**config.mk**
```make
export PLATFORM = sky130hd
export DESIGN_NAME = lavm_front
export DESIGN_NICKNAME = d
export VERILOG_FILES = /design/src/hdl/lavm_pkg.sv /design/src/hdl/lavm_front.sv
export SDC_FILE = /design/constraint.sdc
export NUM_CORES = 1
export LEC_CHECK = 0
export BUFFER_PORTS_ARGS = -buffer_cell sky130_fd_sc_hd__buf_2
export CAP_MARGIN = 20
export CORE_AREA = 2 2 229 231
export DETAILED_ROUTE_END_ITERATION = 10
export DIE_AREA = 0 0 231 233
export PLACE_DENSITY = 0.34
export SETUP_SLACK_MARGIN = 0.15
export SYNTH_ARGS = -nofsm -noshare
export SYNTH_HDL_FRONTEND = slang
export SYNTH_SLANG_ARGS = --single-unit
```
**constraint.sdc**
```tcl
create_clock -name vclk -period 3.31
set_input_delay 0.1655 -clock vclk [all_inputs]
set_output_delay 0.1655 -clock vclk [all_outputs]
set_load 0.02 [all_outputs]
```
**src/hdl/lavm_pkg.sv**
```systemverilog
`timescale 1ns / 1ps
// Shared types, codes and rounding helpers for the look-at view matrix block.
// Depends on nothing; every other file of the block imports it.
package lavm_pkg;

  typedef logic signed [31:0] q16_t;
  typedef logic signed [32:0] diff_t;

  // One queued pose: eye and up as given, aim minus eye, and the zero-forward class.
  typedef struct packed {
    q16_t [2:0]  eye;
    q16_t [2:0]  upv;
    diff_t [2:0] d;
    logic        fwd_zero;
  } pose_t;

  typedef enum logic [2:0] {
    BK_IDLE,
    BK_NSHIFT,
    BK_MAC,
    BK_POST,
    BK_SQRT,
    BK_DINIT,
    BK_DIV,
    BK_EMIT
  } bk_state_e;

  typedef enum logic [2:0] {
    MAC_SQ,
    MAC_CFU,
    MAC_CSF,
    MAC_DOT_S,
    MAC_DOT_U,
    MAC_DOT_F
  } mac_op_e;

  localparam int unsigned QUEUE_DEPTH = 2;
  localparam int unsigned ROOT_STEPS  = 32;
  localparam int unsigned DIV_STEPS   = 32;
  localparam logic [1:0]  LAST_COL    = 2'd3;
  localparam q16_t        ONE_Q16     = 32'sd65536;
  localparam logic [63:0] ROOT_BIT0   = 64'h4000_0000_0000_0000;

  function automatic logic signed [33:0] pick3(logic [1:0] i, logic signed [33:0] v0,
                                               logic signed [33:0] v1,
                                               logic signed [33:0] v2);
    logic signed [33:0] r;
    case (i)
      2'd0:    r = v0;
      2'd1:    r = v1;
      default: r = v2;
    endcase
    return r;
  endfunction

  // Round half away from zero, drop 14 fraction bits.
  function automatic logic signed [20:0] rsh14(logic signed [33:0] v);
    logic [33:0] m;
    logic [33:0] r;
    m = v[33] ? 34'(-v) : 34'(v);
    r = (m + 34'd8192) >> 14;
    return v[33] ? -$signed(r[20:0]) : $signed(r[20:0]);
  endfunction

  // Round half away from zero, drop 30 fraction bits.
  function automatic logic signed [38:0] rsh30(logic signed [67:0] v);
    logic [67:0] m;
    logic [67:0] r;
    m = v[67] ? 68'(-v) : 68'(v);
    r = (m + 68'd536870912) >> 30;
    return v[67] ? -$signed(r[38:0]) : $signed(r[38:0]);
  endfunction

  function automatic q16_t sat32(logic signed [39:0] v);
    q16_t r;
    if (v > $signed(40'h00_7FFF_FFFF)) begin
      r = 32'sh7FFF_FFFF;
    end else if (v < $signed(40'hFF_8000_0000)) begin
      r = 32'sh8000_0000;
    end else begin
      r = v[31:0];
    end
    return r;
  endfunction

endpackage

```
**src/hdl/lavm_front.sv**
```systemverilog
`timescale 1ns / 1ps
// Front end: takes a pose, forms aim minus eye and flags a zero forward vector.
// Depends on lavm_pkg.
module lavm_front import lavm_pkg::*; (
  input  logic  start_i,
  input  q16_t  eye_x_i,
  input  q16_t  eye_y_i,
  input  q16_t  eye_z_i,
  input  q16_t  aim_x_i,
  input  q16_t  aim_y_i,
  input  q16_t  aim_z_i,
  input  q16_t  upvec_x_i,
  input  q16_t  upvec_y_i,
  input  q16_t  upvec_z_i,
  input  logic  q_full_i,
  output logic  busy_o,
  output logic  push_o,
  output pose_t pose_o
);

  assign busy_o = q_full_i;
  assign push_o = start_i && !q_full_i;

  always_comb begin
    pose_o.eye[0] = eye_x_i;
    pose_o.eye[1] = eye_y_i;
    pose_o.eye[2] = eye_z_i;
    pose_o.upv[0] = upvec_x_i;
    pose_o.upv[1] = upvec_y_i;
    pose_o.upv[2] = upvec_z_i;
    pose_o.d[0]   = 33'(aim_x_i) - 33'(eye_x_i);
    pose_o.d[1]   = 33'(aim_y_i) - 33'(eye_y_i);
    pose_o.d[2]   = 33'(aim_z_i) - 33'(eye_z_i);
    pose_o.fwd_zero = (aim_x_i == eye_x_i) && (aim_y_i == eye_y_i) && (aim_z_i == eye_z_i);
  end

endmodule

```
======== Yosys cells after proc, flatten, opt, wreduce, memory -nomap -nowiden ========
Index checks and enable logic that the tools add are counted.
word-level totals
  register bits after elaboration ......... 0
  bits in latches ......................... 0
  bits in writable memories ............... 0
  memory bits (read-only) ................. 0
  input bits .............................. 290
  output and inout bits ................... 294
  logic and storage cells ................. 10
  memories kept ........................... 0
cells by class
  add/subtract/negate cells ............... 3
  multiply operators ...................... 0
  divide/modulo/power cells ............... 0
  magnitude comparators ................... 0
  eq/ne operators ......................... 3
  shift operators ......................... 0
  mux-type cells .......................... 0
  bitwise logic cells ..................... 0
  reduce and logical (&&, ||, !) cells .... 4
operators by type and width
  operator             count
  $sub A32 B32 Y33     3
  $eq A32 B32 Y1       3
  $logic_and A1 B1 Y1  3
  $logic_not A1 Y1     1

======== Depth between registers and ports, before layout ========
Gate-level depths: netlist (run 1).
  depth after elaboration ................. 3
  gate-level depth with buffers ........... 10
  depth with buffers taken out ............ 10

======== Worst setup path before layout (run 1) ========
Ideal clock, no wire load.
  path type ............................... input port to output port
  start point ............................. input port aim_x_i[0]
  end point ............................... output port pose_o[23] (netlist name)
  arrival time ............................ 2423 ps
  setup slack ............................. 721 ps
  cell stages on the path ................. 10
  path through ............................ inv_1 ha_1 fa_1 nand2b_1 a21oi_2 a211oi_2 o31a_1 o311ai_1 a311o_1 xor2_1
RTL lines
  what                RTL line          source
  start: declaration  lavm_front.sv:9   input q16_t aim_x_i,
  end: declaration    lavm_front.sv:18  output pose_t pose_o

==> results of run 1 <==
final timing paths:
path | slack [ns] | depth (start not counted) | start | end
hold / removal | 0.33 | 0 | upvec_x_i[0] | pose_o[100]
setup / recovery | 0.28 | 12 | eye_z_i[0] | pose_o[93]
metrics by stage:
step | cell area (sq um) | total power, mW | utilization (%) | setup WS (ns)
floorplan | 7310 | 1.67 | - | 0.721
global placement | 8660 | 2.28 | 17.0 | 0.243
detailed placement | 8660 | 2.27 | 17.0 | 0.153
CTS | 8660 | 2.28 | 17.0 | 0.153
global route | 8700 | 2.46 | 17.0 | 0.139
finish | 8700 | 2.25 | 17.0 | 0.277
layer usage:
| metal | global-route usage, % | routed length [um] | vias to the layer above |
|---|---|---|---|
| li1 | - | - | 3936 |
| met1 | 14.5 | 14700 | 3686 |
| met2 | 20.0 | 15900 | 291 |
| met3 | 1.63 | 1790 | 26 |
| met4 | 1.05 | 314 | 0 |
| met5 | 0 | 0 | - |
cell families (layout without fill, tap and decap cells):
kind of cell    after synthesis  in the layout  share of synthesized area [%]
compound gates              308            308                           28.9
buf+inv                     344            530                           27.6
mux                           5              5                          0.701
xor+xnor                     79             79                           9.46
simple gates                242            242                           16.1
fa+ha+maj                    99             99                           17.2
layout by cell type, fill, tap and decap left out, types with 6 or more instances in the layout:
cell type	instances
and3_1	8
nor4_1	6
inv_1	128
buf_2	392
nand2b_1	12
nor2b_1	13
a21o_1	45
nand2_1	75
nand4_1	14
o21ai_0	30
and2_1	9
o31ai_1	7
ha_1	96
xor2_1	27
nor2_1	53
xnor2_1	52
a31oi_1	22
o21bai_1	18
o21ai_1	9
nand3_1	22
o211ai_1	6
a21oi_1	85
a211oi_1	7
buf_4	10
o21a_1	14
nor3_1	13
worst max-delay path, stage by stage:
cell and delay [ns]:
buf_2 0.11, ha_1 0.24, fa_1 0.45, nand2b_1 0.20, a21oi_1 0.24, o21ai_1 0.19, o21ba_2 0.29, o31ai_1 0.22
buf_4 0.18, a41oi_1 0.15, xnor2_1 0.22, buf_2 0.20
power groups by stage:
stage               Clock [mW]  Sequential (mW)  Combinational (mW)
finish                       0                0                2.25
global placement             0                0                2.28
floorplan                    0                0                1.67
detailed placement           0                0                2.27
CTS                          0                0                2.28
global route                 0                0                2.46
final cells by class:
cell class	instances	area [sq um]	share of cell area, %
multi-input combinational	733	5330	61.3
timing repair buffer	402	2040	23.4
tap	680	851	9.78
inverter	128	480	5.52
==> metrics.cfg, run 1 <==
[cells_and_area]
drive_gt1_share_pct=33.7
fin_nets=1654
n_clock_buffer=0
sequential_cell_total=0
regArea_sq_um=0
nFillCells=5978
antennaDiodeCount=0
fin_cells=1943
area.growth.synth_to_final_pct=19.0

[power_and_ir_drop]
power.leakage_nw=4.59
power_frac_comb_pct=100.0
ir_drop_v=0.0000974
p_int_uw=821
power.share.clock_pct=0
power-per-cell-area_mw_per_mm2=259
seqPwrFrac_pct=0
p_sw_share_pct=63.6
p_sw_mw=1.43

[synthesis]
yosys_warnings=0
netlist_instances=1077
synth_area_per_cell_sq_um=6.79
synthDistinctLibCells=74
yosysTopAreaCellShare_pct=19.8
yosysMostFrequentCell=buf_4
synth_nets=1466
synthTopCellsByArea=buf_4 20%, ha_1 16%, inv_1 6.6%
synth_area_sq_mm=0.00731
synth_top_area_cell=buf_4
ys_seq_area_share_pct=0
synth_common_cells=193 x buf_4, 128 x inv_1, 96 x ha_1, 85 x a21oi_1, 75 x nand2_1

[critical_path]
arrival_ns=2.87
start_kind=primary input
crit_path_end_kind=output port
cp.required_ns=3.14
crit_type=in2out
worstPathMaxFanout=3

[timing]
fin_setup_tns_ns=0
tightest_slew_ns=0.782
holdWs_ns=0.331
max_freq_mhz=330
hold_viol=0
rsz0062_at_grt=yes
slew_viol_final=0
finalCriticalPeriod_ns=3.03
setup_viol=0
relSlewSlack_pct=47.3
period_share_pct=91.6

[placement]
place.gp.congestion=0.814
dp_hpwl_mm=29.9
port_buffers=392
dp.cells=1943

[worst_hold_path]
hp-class=in2out

[floorplan]
die_x_um=231
core_area_sq_mm=0.0511
io_pins=584
die_h_um=233
start_util_pct=14.3
fp.dieArea_sq_mm=0.0538
rows=83

[grt]
track_usage_pct=11.2
grt_max_degree=14
grt_pass1_vias=7810
antenna_found_initial=0
grt_pass1_wl_mm=47.3
grt_overflow=0

[routing]
wl_per_cell_um=16.8
drtAntennaViolNets=0
route.detailed.drc=0
drt-initial-drc-count=317
wl_mm=32.7
via_per_inst=4.09
drt_pre_antenna_iters=4
vias=7939

[clocking]
cts_resized=0
cts_setup_buffers=0
hold_buffers=0

[run]
drv_cap=0

[status]
status=finished, final reports clean

Note: power is estimated with default switching activity, not from simulation.
==> run 2, diff against run 1 <==
--- a/config.mk
+++ b/config.mk
@@ -10,7 +10,6 @@
 export CORE_AREA = 2 2 229 231
 export DETAILED_ROUTE_END_ITERATION = 10
 export DIE_AREA = 0 0 231 233
-export PLACE_DENSITY = 0.34
 export SETUP_SLACK_MARGIN = 0.15
 export SYNTH_ARGS = -nofsm -noshare
 export SYNTH_HDL_FRONTEND = slang
==> run 2 against run 1 <==
  * Cell count barely moved
  * Non-clock buffer count decreased by 2
  * Sequential cell count stayed put
  * Critical path depth down 1
  * Global-route usage decreased by 0.47 points
  * Wire length shrank 4.2%
  * Total power fell by 0.82%
  * Combinational power about the same
  * Count of clock-buffer cells in the layout did not move
  * Critical path type unchanged
  * Critical endpoint is now pose_o[23]
  * Largest cell class unchanged
==> metrics.cfg, run 2 (same netlist as run 1, synthesis figures left out) <==
[cells_and_area]
n_clock_buffer=0
design_area_sq_mm=0.00867
drive_gt1_share_pct=33.2
nFillCells=5941
area.growth.synth_to_final_pct=18.5
fin_cells=1942
multiInputGateArea_sq_mm=0.00531
regArea_sq_um=0
sequential_cell_total=0
layout_commonest_cell=buf_2
postLayoutCoreUtil_pct=17.0
fin_nets=1652
mostFrequentLayoutCells=392 x buf_2, 128 x inv_1, 96 x ha_1, 85 x a21oi_1, 75 x nand2_1

[timing]
relSlewSlack_pct=51.0
slew_viol_final=0
holdWs_ns=0.331
setup_viol=0
max_freq_mhz=335
period_share_pct=90.2
fin_setup_tns_ns=0
fin_ws_ns=0.325
rsz0062_at_grt=no
tightest_slew_ns=0.727
hold_viol=0
finalCriticalPeriod_ns=2.99

[routing]
wl_mm=31.4
drtAntennaViolNets=0
vias=7974
via_per_inst=4.11
route.detailed.drc=0
drt-initial-drc-count=338
drt_pre_antenna_iters=5
wl_per_cell_um=16.2

[placement]
dp_slack_ns=0.266
place.gp.congestion=0.890
port_buffers=392
dp_hpwl_mm=28.4
dp.cells=1941
place_area_sq_mm=0.00865

[clocking]
hold_buffers=0

[grt]
grt_pass1_wl_mm=44.9
antenna_found_initial=1
grt_overflow=0
grt_max_degree=14
track_usage_pct=10.7
grt_pass1_vias=7375

[worst_hold_path]
hp-class=in2out

[critical_path]
arrival_ns=2.82
crit_type=in2out
cp.required_ns=3.14
start_kind=primary input
worstPathMaxFanout=4
crit_path_end_kind=output port

[power_and_ir_drop]
power.leakage_nw=4.58
p_total_mw=2.23
ir_drop_v=0.000112
power-per-cell-area_mw_per_mm2=258

[status]
status=finished, final reports clean

[floorplan]
fp.dieArea_sq_mm=0.0538
die_h_um=233
core_area_sq_mm=0.0511
die_x_um=231
io_pins=584
start_util_pct=14.3
rows=83

[run]
drv_cap=0

run 2: cell types whose count changed in the layout (fill, tap and decap cells not counted), sizes merged:
cell / delta
buf: -2
diode: +1
run 2: what timing repair did:
| action | CTS | global route |
|---|---|---|
| endpoints found under the setup margin | 0 | 4 |
| setup buffers | 0 | 0 |
| gates resized for setup | 0 | 3 |
run 2: path summary, 6_finish.rpt:
check                   startpoint           to  slack [ns]  cells past startpoint
worst max-delay path    eye_x_i[0]   pose_o[23]        0.32                     11
worst min-delay path  upvec_x_i[4]  pose_o[104]        0.33                      0
run 2: routing by layer:
layer  vias up  track usage [%]  part of all wire, %
met3        32             1.94                  7.4
met1      3601             14.2                   45
met4         0             1.41                  1.3
met5         -                0                    0
li1       3950                -                    -
met2       391             18.4                   47
run 2: cell type report:
type,instances,share of cell area (%)
inverters,128,5.54
multi-input cells,733,61.3
well taps,680,9.82
diodes,1,0.0289
repair buffers,400,23.3
run 2: power breakdown:
part	total, mW	internal, mW	switching, mW	leakage, nW
Clock	0.0000000506	0.0000000506	0	0.00000557
Combinational	2.23	0.813	1.42	4.58
Sequential	0	0	0	0
run 2: worst max-delay path, cell delays in order:
cell and delay, ns:
buf_2 0.11, ha_1 0.21, fa_1 0.45, nand2b_1 0.20
a21oi_2 0.22, a211oi_2 0.17, o31a_1 0.39, o311ai_2 0.30
a311o_1 0.25, xor2_1 0.16, buf_2 0.19
