[config.mk]
export PLATFORM = sky130hd
export DESIGN_NAME = lavm_queue
export DESIGN_NICKNAME = d
export VERILOG_FILES = /design/src/hdl/lavm_pkg.sv /design/src/hdl/lavm_queue.sv
export SDC_FILE = /design/constraint.sdc
export NUM_CORES = 1
export LEC_CHECK = 0
export BUFFER_PORTS_ARGS = -buffer_cell sky130_fd_sc_hd__buf_2
export CORE_AREA = 2 2 227 229
export DETAILED_ROUTE_END_ITERATION = 12
export DIE_AREA = 0 0 229 231
export PLACE_DENSITY = 0.69
export SYNTH_ARGS = -nofsm -noshare
export SYNTH_HDL_FRONTEND = slang
export SYNTH_SLANG_ARGS = --single-unit
[constraint.sdc]
create_clock -name clk_i -period 31.5 [get_ports clk_i]
set_clock_uncertainty 0.2 [all_clocks]
set_input_delay 6.3 -clock clk_i [delete_from_list [all_inputs] [get_ports clk_i]]
set_output_delay 6.3 -clock clk_i [all_outputs]
set_load 0.01 [all_outputs]
[src/hdl/lavm_pkg.sv]
`timescale 1ns / 1ps
// Shared types, codes and rounding helpers for the look-at view matrix block.
// Depends on nothing; every other file of the block imports it.
package lavm_pkg;

  typedef logic signed [31:0] q16_t;
  typedef logic signed [32:0] diff_t;

  // One queued pose: eye and up as given, aim minus eye, and the zero-forward class.
  typedef struct packed {
    q16_t [2:0]  eye;
    q16_t [2:0]  upv;
    diff_t [2:0] d;
    logic        fwd_zero;
  } pose_t;

  typedef enum logic [2:0] {
    BK_IDLE,
    BK_NSHIFT,
    BK_MAC,
    BK_POST,
    BK_SQRT,
    BK_DINIT,
    BK_DIV,
    BK_EMIT
  } bk_state_e;

  typedef enum logic [2:0] {
    MAC_SQ,
    MAC_CFU,
    MAC_CSF,
    MAC_DOT_S,
    MAC_DOT_U,
    MAC_DOT_F
  } mac_op_e;

  localparam int unsigned QUEUE_DEPTH = 2;
  localparam int unsigned ROOT_STEPS  = 32;
  localparam int unsigned DIV_STEPS   = 32;
  localparam logic [1:0]  LAST_COL    = 2'd3;
  localparam q16_t        ONE_Q16     = 32'sd65536;
  localparam logic [63:0] ROOT_BIT0   = 64'h4000_0000_0000_0000;

  function automatic logic signed [33:0] pick3(logic [1:0] i, logic signed [33:0] v0,
                                               logic signed [33:0] v1,
                                               logic signed [33:0] v2);
    logic signed [33:0] r;
    case (i)
      2'd0:    r = v0;
      2'd1:    r = v1;
      default: r = v2;
    endcase
    return r;
  endfunction

  // Round half away from zero, drop 14 fraction bits.
  function automatic logic signed [20:0] rsh14(logic signed [33:0] v);
    logic [33:0] m;
    logic [33:0] r;
    m = v[33] ? 34'(-v) : 34'(v);
    r = (m + 34'd8192) >> 14;
    return v[33] ? -$signed(r[20:0]) : $signed(r[20:0]);
  endfunction

  // Round half away from zero, drop 30 fraction bits.
  function automatic logic signed [38:0] rsh30(logic signed [67:0] v);
    logic [67:0] m;
    logic [67:0] r;
    m = v[67] ? 68'(-v) : 68'(v);
    r = (m + 68'd536870912) >> 30;
    return v[67] ? -$signed(r[38:0]) : $signed(r[38:0]);
  endfunction

  function automatic q16_t sat32(logic signed [39:0] v);
    q16_t r;
    if (v > $signed(40'h00_7FFF_FFFF)) begin
      r = 32'sh7FFF_FFFF;
    end else if (v < $signed(40'hFF_8000_0000)) begin
      r = 32'sh8000_0000;
    end else begin
      r = v[31:0];
    end
    return r;
  endfunction

endpackage

[src/hdl/lavm_queue.sv]
`timescale 1ns / 1ps
// Two-entry pose queue between front end and back end.
// Depends on lavm_pkg.
module lavm_queue import lavm_pkg::*; (
  input  logic  clk_i,
  input  logic  rst_ni,
  input  logic  push_i,
  input  pose_t pose_i,
  input  logic  pop_i,
  output logic  full_o,
  output logic  valid_o,
  output pose_t head_o
);

  pose_t      mem_q [QUEUE_DEPTH];
  logic       wptr_q, wptr_d;
  logic       rptr_q, rptr_d;
  logic [1:0] cnt_q, cnt_d;

  assign full_o  = (cnt_q == 2'(QUEUE_DEPTH));
  assign valid_o = (cnt_q != 2'd0);
  assign head_o  = mem_q[rptr_q];

  always_comb begin
    wptr_d = wptr_q;
    rptr_d = rptr_q;
    cnt_d  = cnt_q;
    if (push_i) begin
      wptr_d = !wptr_q;
    end
    if (pop_i) begin
      rptr_d = !rptr_q;
    end
    if (push_i && !pop_i) begin
      cnt_d = cnt_q + 2'd1;
    end else if (pop_i && !push_i) begin
      cnt_d = cnt_q - 2'd1;
    end
  end

  always_ff @(posedge clk_i or negedge rst_ni) begin
    if (!rst_ni) begin
      wptr_q <= 1'b0;
      rptr_q <= 1'b0;
      cnt_q  <= 2'd0;
    end else begin
      wptr_q <= wptr_d;
      rptr_q <= rptr_d;
      cnt_q  <= cnt_d;
    end
  end

  always_ff @(posedge clk_i) begin
    if (push_i) begin
      mem_q[wptr_q] <= pose_i;
    end
  end

endmodule

Word level (Yosys, flattened, before mapping) --
Memory sizes are Yosys's and may differ from the RTL's. Index checks and enable logic that the tools add are counted.
Word-level totals: flip-flop bits (word level) 4, RAM bits 584, input bits 296, output and inout bits 294, logic and storage cells 19, memories kept 1
Memory list:
- mem_q | words 2, bits a word 292, rd ports 1, clocked after Yosys merged registers in 0, write ports 1, line lavm_queue.sv:15 | pose_t mem_q [QUEUE_DEPTH];
Operators by class: $add $sub $neg 2, equality and inequality tests 1, mux-type cells 4, reductions and logical operators 8
Operators with widths (count):
- zero test 1 bit | 4
- two-way mux 2 bit | 2
- nonzero test 2 bit | 2
- adder 2 x 1 -> 2 bit, second input constant | 1
- equality test 2 bit, second input constant | 1
- logical AND 1 bit | 2
- two-way mux 1 bit | 2
- subtractor 2 x 1 -> 2 bit, second input constant | 1

Logic depth before layout (Yosys ltp) --
Gate-level depths: netlist of run 1.
depth in word-level cells 4, depth in mapped cells 5, gate-level depth less buffers 5

Worst setup path before layout of run 1 --
No wires, ideal clock.
path kind input-to-reg, start point in push_i, end point mem mem_q[0][0] (netlist bit), enable pin, setup time 0.986 ns, arrival time 18.853 ns, required time 30.314 ns, setup slack 11.461 ns, stages on the path 1, cell sequence nor2b_1
Between the ends: longest elaborated chain between the ends 2
Ends and longest elaborated chain:
- start, declared | line lavm_queue.sv:7 | input logic push_i,
- two-way mux 1 bit | line lavm_queue.sv:54 | if (push_i) begin
- two-way mux 1 bit (implied by the code) | line lavm_queue.sv:55 | mem_q[wptr_q] <= pose_i;
- end, declared | line lavm_queue.sv:15
Every way passes these cells.

==> summary.md, run 1 <==
| Metric | Value |
|---|---|
| TritonRoute pass-1 iters | 4 |
| Synth Area in Simple Gates | 0.00128 |
| Final hold vios | 0 |
| Root Driver | clkbuf_16 |
| Final worst path period need | between 10 and 15 ns |
| Tcrit/Tclk final | 0.360 |
| Hold Path Class | register to register |
| Setup crit start kind | register |
| Initial antenna violation count | 15 |
| Primary FF master, synth | edfxtp_1 |
| Hold Path Depth | 1 |
| Final Util | 0.548 |
| Post-synthesis register bit count | around 590 |
| Avg WL per Cell | 21.3 um |
| Min-Delay Endpoint | cnt_q[1] |
| Adder-Cell Fraction of Synth Area | 0.000558 |
| Final setup TNS | 0 ns |
| Pleak | 11.1 nW |
| Fraction of layout cells with a size suffix above 1 | 0.610 |
| Final setup vio count | 0 |
| Pin count of the biggest net entering global routing | slightly below 80 |
| Netlist Area Pre-Place | 22400 um^2 |
| Latest clock arrival within the worst-skew pair | roughly 0.59 ns |
| Synth async-reset ratio | 0.00680 |
| Worst EP required | ~25 ns |
| R2R depth | 3 |
| Worst vdd ir | between 0.05 and 0.06 mV |
| CTS Buffer Depth | 3 |
| Clock transition at the registers of the reported paths | 0.06 ns |
| Drc violations | 0 |
| H-tree lvl count | 2 |
| Met2 usage | 0.306 |
| Share of Yosys cell area claimed by the top area cell type | 0.782 |
| Cts-stage hold buffer count | 0 |
| Hold path startpoint | cnt_q[1] |
| Main combinational cell family by area after synthesis | multiplexers |
| Pins Over Slew Limit | 0 |
| Placer Congestion | 0.834 |
| Std-Cell Rows | 83 |
| Routed vias | 11000 |
| Syn avg cell area | 24.3 um^2 |
| WS Path Type | register to primary output |
| First-pass GRT wire length | roughly 70 mm |
| FF-to-FF End | mem_q[1][256] |
| GR peak layer | met2 |
| Die Y | 231 um |
| Full die area | 52900 um^2 |
| Relative slew slack | 0.278 |
| Final HPWL DP | 34.2 mm |
| XOR/XNOR Fraction of Synth Area | 0.00195 |
| Vias in the first global route | 11500 |
| Core ar. | 50700 um^2 |
| I/O pins | 590 |
| Grt met3 use | 0.0619 |
| Postcts setup bufs | 0 |
| Drt via density | 4.82 |
| RSZ-0062 raised after global routing | no |
| R2R setup slack | 27.76 ns |
| Yosys warnings | 0 |
| Post-synthesis mux area share | 0.192 |
| Hold WS | 0.284 ns |
| Post-Place Cells | 2173 |
| Post-CTS Resized | 0 |
| Non-Filler Instances | 2289 |
| Unique masters post-synth | 16 |
| Die width | 229 um |
| GRT overflow | 0 |
| Crit Path Max Fanout | 58 |
| CTS tree | built |
| Slew @ Worst Pin | 1.08 ns |
| PD cells | 91.7 nW/um^2 |
| Post-Syn Nets | roughly 1200 |
| DR iter-0 viols | 553 |
| Total power | 2.55 mW |
| Area growth syn-to-layout | 23.8% |
| Status | completed |
| EDFF count, synth | roughly 600 |
| Final nets | ~1800 |
| Drt total wl | 48.8 mm |
| Count leader, synth | edfxtp_1 |
| Syn Inst Count | 925 |
| Most frequent cells after synthesis | edfxtp_1 (584), mux2_4 (270), mux2_2 (22) |
| Crit path capture type | primary output |
| Largest area contributor in the netlist | edfxtp_1 |
| Clk sink count | 588 |
| GR Util met1 | 0.203 |
| Top post-synthesis cells by area | edfxtp_1 (78%), mux2_4 (18%), mux2_2 (1.1%) |
| Max Freq | 88.2 MHz |
| Synth Area in Compound Gates | 0 |
| Sequential element share of the synthesized area | 0.786 |
| Port buffer count | between 500 and 600 |
| Max Cap Viol | 0 |
| Reg2reg start | wptr_q |
| Critical Path AT | 4.83 ns |
| CTS Buf Count | 57 |
| Antenna Nets Post-Route | 0 |
| Initial core utilization | 0.443 |
| GRT Overall Usage | 0.177 |
==> worst max-delay path by stage <==
stage	slack, ns	cells past startpoint	from	endpoint
final	20.17	5	rptr_q	head_o[59]
after detailed placement	20.77	5	rptr_q	head_o[59]
after floorplan	11.46	1	push_i	mem_q[0][0]
after global routing	19.93	5	rptr_q	head_o[52]
after global placement	20.86	5	rptr_q	head_o[84]
after CTS	20.13	5	rptr_q	head_o[59]
==> final cells by class <==
cell class | count | area [um^2]
flip-flops and latches | 588 | 17600
inverters | 1 | 3.75
clock inverters | 30 | 284
diodes | 10 | 25.0
multi-input cells | 303 | 4400
clock buffers | 76 | 1540
fillers | 3987 | 22900
repair buffers | 601 | 3040
well taps | 680 | 851
==> cell usage in the layout, fill, tap and decap left out <==
cell type and n:
and2_4 1, buf_2 589, buf_4 12, bufinv_16 5, clkbuf_1 17, clkbuf_16 59, clkinv_1 10, clkinv_2 8
clkinv_4 1, clkinvlp_4 4, dfrtp_1 3, dfrtp_4 1, diode_2 10, edfxtp_1 584, ha_1 1, inv_1 1
inv_6 2, mux2_2 22, mux2_4 270, nor2_1 1, nor2b_1 1, nor2b_4 1, or2_2 1, xnor2_1 1
xor2_1 4
==> power by group <==
group	switching (mW)	internal, mW
clock network	0.277	0.384
registers	0.0575	1.04
logic	0.395	0.394
total	0.729	1.82
==> state kept, by name (all words and copies together) (netlist names) <==
register  flops
mem_q       584
wptr_q        1
rptr_q        1
cnt_q         2
==> critical path: stages, from the launching register on <==
cell and delay (ns):
dfrtp_4 1.06, buf_4 0.84, buf_4 0.74, buf_4 0.91
mux2_4 0.36, buf_2 0.14
==> cell families (layout without fill, tap and decap cells) <==
kind of cell | after synthesis | count (layout)
simple gates | 5 | 5
flops | 588 | 588
mux | 292 | 292
xor+xnor | 5 | 5
fa+ha+maj | 1 | 1
other cells | 0 | 10
buf+inv | 34 | 708
==> metrics by stage <==
stage / instance area (um^2) / worst slack (ns)
after floorplan: 22400 / 11.46
after global placement: 25900 / 20.86
after detailed placement: 25900 / 20.77
after CTS: 27800 / 20.13
after global routing: 27800 / 19.93
final: 27800 / 20.17
==> routing by layer <==
metal  share of wire  vias up
li1                -     4970
met1            0.38     5510
met2            0.51      439
met3           0.079       99
met4           0.031        8
met5          0.0011        -
Note: power is estimated with default switching activity, not from simulation.
==> run 2, diff against run 1 <==
--- a/config.mk
+++ b/config.mk
@@ -6,9 +6,9 @@
 export NUM_CORES = 1
 export LEC_CHECK = 0
 export BUFFER_PORTS_ARGS = -buffer_cell sky130_fd_sc_hd__buf_2
-export CORE_AREA = 2 2 227 229
+export CORE_AREA = 2 2 228 230
 export DETAILED_ROUTE_END_ITERATION = 12
-export DIE_AREA = 0 0 229 231
+export DIE_AREA = 0 0 230 232
 export PLACE_DENSITY = 0.69
 export SYNTH_ARGS = -nofsm -noshare
 export SYNTH_HDL_FRONTEND = slang
==> constraint.sdc (replaced) <==
create_clock -name clk_i -period 11.62 [get_ports clk_i]
set_clock_uncertainty 0.2 [all_clocks]
set_input_delay 2.324 -clock clk_i [delete_from_list [all_inputs] [get_ports clk_i]]
set_output_delay 2.324 -clock clk_i [all_outputs]
set_load 0.01 [all_outputs]
==> run 2 against run 1 <==
Compared with the run above:
- core utilization about the same
- non-clock buffer count fell by 5
- register-to-register slack lost 19 ns
==> summary.md, run 2 (same netlist as run 1, synthesis figures left out) <==
| Metric | Value |
|---|---|
| Final hold vios | 0 (unchanged) |
| Clock transition at the registers of the reported paths | 0.06 ns (about the same) |
| Die width | 230 um (+0.44%) |
| Min-Delay Endpoint | cnt_q[1] |
| Clk sink count | 588 (unchanged) |
| TritonRoute pass-1 iters | 5 (+1) |
| Hold Path Depth | 1 (unchanged) |
| CTS Buffer Depth | 3 (unchanged) |
| FF-to-FF End | mem_q[1][233] |
| Routed vias | 10900 (-0.82%) |
| Pin count of the biggest net entering global routing | 149 (+94%) |
| PD cells | 252 nW/um^2 (+170%) |
| GRT overflow | 0 (unchanged) |
| Max reg flops | 584 (unchanged) |
| Avg WL per Cell | 20.9 um (-2.0%) |
| Fraction of layout cells with a size suffix above 1 | 0.615 (+0.00414) |
| Post-Place Cells | 2168 (-0.23%) |
| Commonest non-fill, non-tap cells in the layout | buf_2 (589), edfxtp_1 (584), mux2_4 (270), clkbuf_16 (61), mux2_2 (22) |
| Drc violations | 0 (unchanged) |
| Drt via density | 4.79 (-0.56%) |
| Reg2reg start | wptr_q |
| Drt total wl | 47.7 mm (-2.2%) |
| R2R setup slack | 8.77 ns (-18.99 ns) |
| Port buffer count | 589 (unchanged) |
| Max Cap Viol | 0 (unchanged) |
| Placer Congestion | 0.838 (+0.50%) |
| Hold Path Class | register to register |
| Antenna Nets Post-Route | 0 (unchanged) |
| Cts-stage hold buffer count | 0 (unchanged) |
| Std-Cell Rows | 83 (unchanged) |
| Die Y | 232 um (+0.43%) |
| Finished Cell Area | 27900 um^2 (+0.50%) |
| Final nets | 1846 (-0.16%) |
| Worst vdd ir | 0.206 mV (+250%) |
| Pins Over Slew Limit | 0 (unchanged) |
| H-tree lvl count | 2 (unchanged) |
| Worst EP required | 9.10 ns (-15.90 ns) |
| Postcts setup bufs | 0 (unchanged) |
| Pleak | 11.2 nW (+0.78%) |
| Vias in the first global route | 11400 (-1.1%) |
| Setup crit start kind | register |
| Final HPWL DP | 32.4 mm (-5.3%) |
| Crit path capture type | primary output |
| CTS tree | built |
| GRT Overall Usage | 0.173 (-0.00390) |
| R2R depth | 2 (-1) |
| Cell area after placement | 25900 um^2 (about the same) |
| Initial antenna violation count | 12 (-3) |
| Core ar. | 50900 um^2 (+0.41%) |
| Max Freq | 174 MHz |
| Root Driver | clkbuf_16 |
| Fill cells | 3953 (-0.85%) |
| RSZ-0062 raised after global routing | no |
| Critical Path AT | 3.21 ns (-1.62 ns) |
| WS Path Type | register to primary output |
| Commonest non-fill, non-tap cell in the layout | buf_2 |
| Biggest register | mem_q |
| Final setup TNS | 0 ns (unchanged) |
| Post-CTS Resized | 0 (unchanged) |
| Tcrit/Tclk final | 0.494 |
| Slew @ Worst Pin | 1.10 ns (+0.0198 ns) |
| I/O pins | 590 (unchanged) |
| First-pass GRT wire length | 69.4 mm (-1.1%) |
| Relative slew slack | 0.265 (-0.0132) |
| Non-Filler Instances | 2283 (-0.26%) |
| CTS Buf Count | 59 (+3.5%) |
| Final setup vio count | 0 (unchanged) |
| Hold path startpoint | cnt_q[1] |
| DR iter-0 viols | 617 (+12%) |
| Largest registers | mem_q (584), cnt_q (2) |
| Area growth syn-to-layout | 24.4% |
| Status | completed |
| Crit Path Max Fanout | 119 (+110%) |
| Full die area | 53400 um^2 (+0.87%) |
| Latest clock arrival within the worst-skew pair | 0.59 ns (about the same) |
| Initial core utilization | 0.441 (-0.00181) |
| Final worst path period need | 5.74 ns |
-- run 2: cell type report --
class / count / area [um^2] / share of cell area
Sequential cell: 588 / 17600 / 0.632
Multi-Input combinational cell: 303 / 4400 / 0.157
Timing Repair Buffer: 596 / 3050 / 0.109
Clock buffer: 70 / 1560 / 0.0559
Tap cell: 680 / 851 / 0.0305
Clock inverter: 40 / 403 / 0.0144
Antenna cell: 5 / 12.5 / 0.000448
Inverter: 1 / 3.75 / 0.000134
-- run 2: through the flow --
step / hold slack [ns] / setup WS [ns] / utilization / total power [mW]
final: 0.286 / 5.88 / 0.549 / 7.03
after global routing: 0.313 / 5.72 / 0.549 / 7.32
after CTS: 0.291 / 5.82 / 0.548 / 7.12
after detailed placement: 0.283 / 6.49 / 0.510 / 5.20
after global placement: 0.269 / 6.46 / 0.510 / 5.18
after floorplan: 0.247 / 1.06 / - / 4.62
-- run 2: power breakdown --
part	switching [mW]	total, mW	internal [mW]	leakage, nW
Sequential	0.154	2.97	2.82	5.53
Combinational	1.07	2.15	1.09	4.72
Clock	0.768	1.90	1.13	0.974
-- run 2: how the worst max path moves through the flow --
stage                  end  depth (start not counted)  startpoint  slack (ns)
6_report       head_o[284]                          3      rptr_q        5.88
5_1_grt        head_o[283]                          3      rptr_q        5.72
4_1_cts        head_o[283]                          3      rptr_q        5.82
3_5_place_dp   head_o[288]                          3      rptr_q        6.49
3_3_place_gp   head_o[102]                          3      rptr_q        6.46
2_1_floorplan  mem_q[0][0]                          1      push_i        1.06
-- run 2: worst max-delay path, cell delays in order (launching register included) --
cell and delay (ns):
dfrtp_4 1.15, buf_12 0.62, mux2_2 0.43, buf_2 0.14
-- run 2: metal layers --
layer  vias up  share of wire  track usage
li1       4962              -            -
met1      5449           0.37        0.197
met2       430           0.52        0.304
met3        81          0.090       0.0657
met4        14          0.020       0.0490
met5         -         0.0021            0
==> run 3, diff against run 2 <==
==> constraint.sdc (replaced) <==
create_clock -name clk_i -period 5.7 [get_ports clk_i]
set_clock_uncertainty 0.2 [all_clocks]
set_input_delay 1.14 -clock clk_i [delete_from_list [all_inputs] [get_ports clk_i]]
set_output_delay 1.14 -clock clk_i [all_outputs]
set_load 0.01 [all_outputs]
==> run 3 against run 2 <==
Compared with the run above:
- flip-flop and latch count unchanged
- critical path depth unchanged
- worst setup slack got worse by 4.2 ns
- combinational power is 110% higher
- clock-buffer cell count decreased by 1
- total power is 110% higher
- register-to-register slack got worse by 5.4 ns
- clock power rose by 110%
- die area unchanged
- non-clock buffer count grew 19
- cell count increased by 1.1%
- core utilization increased by 0.45 points
- largest power group unchanged
==> summary.md, run 3 (same netlist as run 1, synthesis figures left out) <==
| Metric | Value |
|---|---|
| Worst vdd ir | 0.498 mV (+140%) |
| Initial antenna violation count | 21 (+9) |
| Final setup vio count | 0 (unchanged) |
| H-tree lvl count | 2 (unchanged) |
| Non-Filler Instances | 2307 (+1.1%) |
| Core ar. | 50900 um^2 (unchanged) |
| Commonest non-fill, non-tap cell in the layout | buf_2 |
| Crit path cell chain | buf_4 -> mux2_4 -> buf_2 |
| Slew @ Worst Pin | 0.946 ns (-0.156 ns) |
| Commonest non-fill, non-tap cells in the layout | buf_2 (589), edfxtp_1 (584), mux2_4 (270), clkbuf_16 (61), mux2_2 (22) |
| Clk sink count | 588 (unchanged) |
| Crit Path Max Fanout | 50 (-58%) |
| Clock transition at the registers of the reported paths | 0.05 ns (about the same) |
| Final hold vios | 0 (unchanged) |
| Critical path buffers and inverters | 2 (unchanged) |
| I/O pins | 590 (unchanged) |
| Area growth syn-to-layout | 25.5% |
| Cell area after placement | 26100 um^2 (+0.69%) |
| DR iter-0 viols | 601 (-2.6%) |
| Final setup TNS | 0 ns (unchanged) |
| Routed vias | 11100 (+1.3%) |
| Placer Congestion | 0.855 (+2.0%) |
| Crit path capture type | primary output |
| GRT overflow | 0 (unchanged) |
| Full die area | 53400 um^2 (unchanged) |
| CTS Buffer Depth | 3 (unchanged) |
| Post-CTS Resized | 0 (unchanged) |
| RSZ-0062 raised after global routing | no |
| Die width | 230 um (unchanged) |
| Critical Path AT | 2.69 ns (-0.52 ns) |
| First-pass GRT wire length | 70.4 mm (+1.5%) |
| Vias in the first global route | 11700 (+2.6%) |
| CTS Buf Count | 60 (+1.7%) |
| WS Path Type | register to primary output |
| Drt total wl | 49.3 mm (+3.2%) |
| Worst EP required | 4.36 ns (-4.74 ns) |
| Status | completed |
| Latest clock arrival within the worst-skew pair | 0.58 ns (about the same) |
| Std-Cell Rows | 83 (unchanged) |
| Hold Path Class | input port to asynchronous set/reset pin |
| Antenna Nets Post-Route | 0 (unchanged) |
| Pins Over Slew Limit | 0 (unchanged) |
| Critical Path Max Stage Delay | 1.03 ns (-0.12 ns) |
| GRT Overall Usage | 0.177 (+0.00415) |
| Port buffer count | 589 (unchanged) |
| Critical path's top delay family | flip-flops |
| Fraction of layout cells with a size suffix above 1 | 0.619 (+0.00453) |
| Final nets | 1866 (+1.1%) |
| CP max stage cell | dfrtp_4 |
| Die Y | 232 um (unchanged) |
| Drt via density | 4.80 (+0.29%) |
| Relative slew slack | 0.369 (+0.104) |
| Finished Cell Area | 28100 um^2 (+0.82%) |
| Avg WL per Cell | 21.4 um (+2.1%) |
| Biggest register | mem_q |
| Final HPWL DP | 34.6 mm (+6.7%) |
| Max Freq | 248 MHz |
| Initial core utilization | 0.441 (unchanged) |
| Max reg flops | 584 (unchanged) |
| Largest registers | mem_q (584), cnt_q (2) |
| Setup crit start kind | register |
| Pleak | 11.3 nW (+0.99%) |
| Max Cap Viol | 0 (unchanged) |
| Fill cells | 3962 (+0.23%) |
| Root Driver | clkbuf_16 |
| TritonRoute pass-1 iters | 4 (-1) |
| CTS tree | built |
| Pin count of the biggest net entering global routing | 117 (-21%) |
| Postcts setup bufs | 0 (unchanged) |
| Final worst path period need | 4.03 ns |
| Drc violations | 0 (unchanged) |
| PD cells | 514 nW/um^2 (+100%) |
| Post-Place Cells | 2187 (+0.88%) |
| Cts-stage hold buffer count | 0 (unchanged) |
| Tcrit/Tclk final | 0.707 |
==> run 3: cell count changes in the layout (fill, tap and decap cells not counted), sizes merged <==
| cell | delta |
|---|---|
| buf | +19 |
| bufinv | +1 |
| clkinv | -4 |
| diode | +5 |
| clkbuf | -1 |
| inv | +2 |
| clkinvlp | +2 |
==> run 3: area by class of cell <==
class / count / area (um^2) / share of cell area
tap: 680 / 851 / 0.0302
clock inverter: 41 / 443 / 0.0157
sequential: 588 / 17600 / 0.627
inverter: 1 / 3.75 / 0.000133
clock buffer: 69 / 1560 / 0.0553
antenna: 10 / 25.0 / 0.000889
multi-input combinational: 303 / 4400 / 0.156
timing repair buffer: 615 / 3230 / 0.115
==> run 3: layer usage <==
| layer | routed length [um] | vias up | track usage |
|---|---|---|---|
| li1 | - | 5006 | - |
| met1 | 17800 | 5499 | 0.195 |
| met2 | 25100 | 442 | 0.304 |
| met3 | 4580 | 116 | 0.0694 |
| met4 | 1640 | 20 | 0.0776 |
| met5 | 136 | - | 0 |
==> run 3: final timing paths <==
check / to / slack [ns] / startpoint / depth (start not counted)
max: head_o[125] / 1.67 / rptr_q / 3
min: rptr_q / 0.15 / rst_ni / 1
max reg2reg: mem_q[1][35] / 3.34 / wptr_q / 2
min reg2reg: cnt_q[1] / 0.29 / cnt_q[1] / 1
max in group asynchronous: rptr_q / 5.00 / rst_ni / 1
min in group clk_i: cnt_q[1] / 0.29 / cnt_q[1] / 1
==> run 3: metrics by stage <==
| stage | hold slack (ns) | worst slack, ns | util | total power [mW] |
|---|---|---|---|---|
| after floorplan | 0.247 | -0.440 | - | 9.28 |
| after global placement | 0.278 | 2.29 | 0.513 | 10.6 |
| after detailed placement | 0.278 | 2.26 | 0.513 | 10.7 |
| after CTS | 0.116 | 1.61 | 0.553 | 14.7 |
| after global routing | 0.129 | 1.56 | 0.553 | 15.1 |
| final | 0.153 | 1.67 | 0.553 | 14.5 |
==> run 3: power breakdown <==
| group | internal [mW] | switching (mW) | total [mW] |
|---|---|---|---|
| combinational | 2.23 | 2.26 | 4.49 |
| clock | 2.36 | 1.58 | 3.94 |
| sequential | 5.74 | 0.295 | 6.03 |
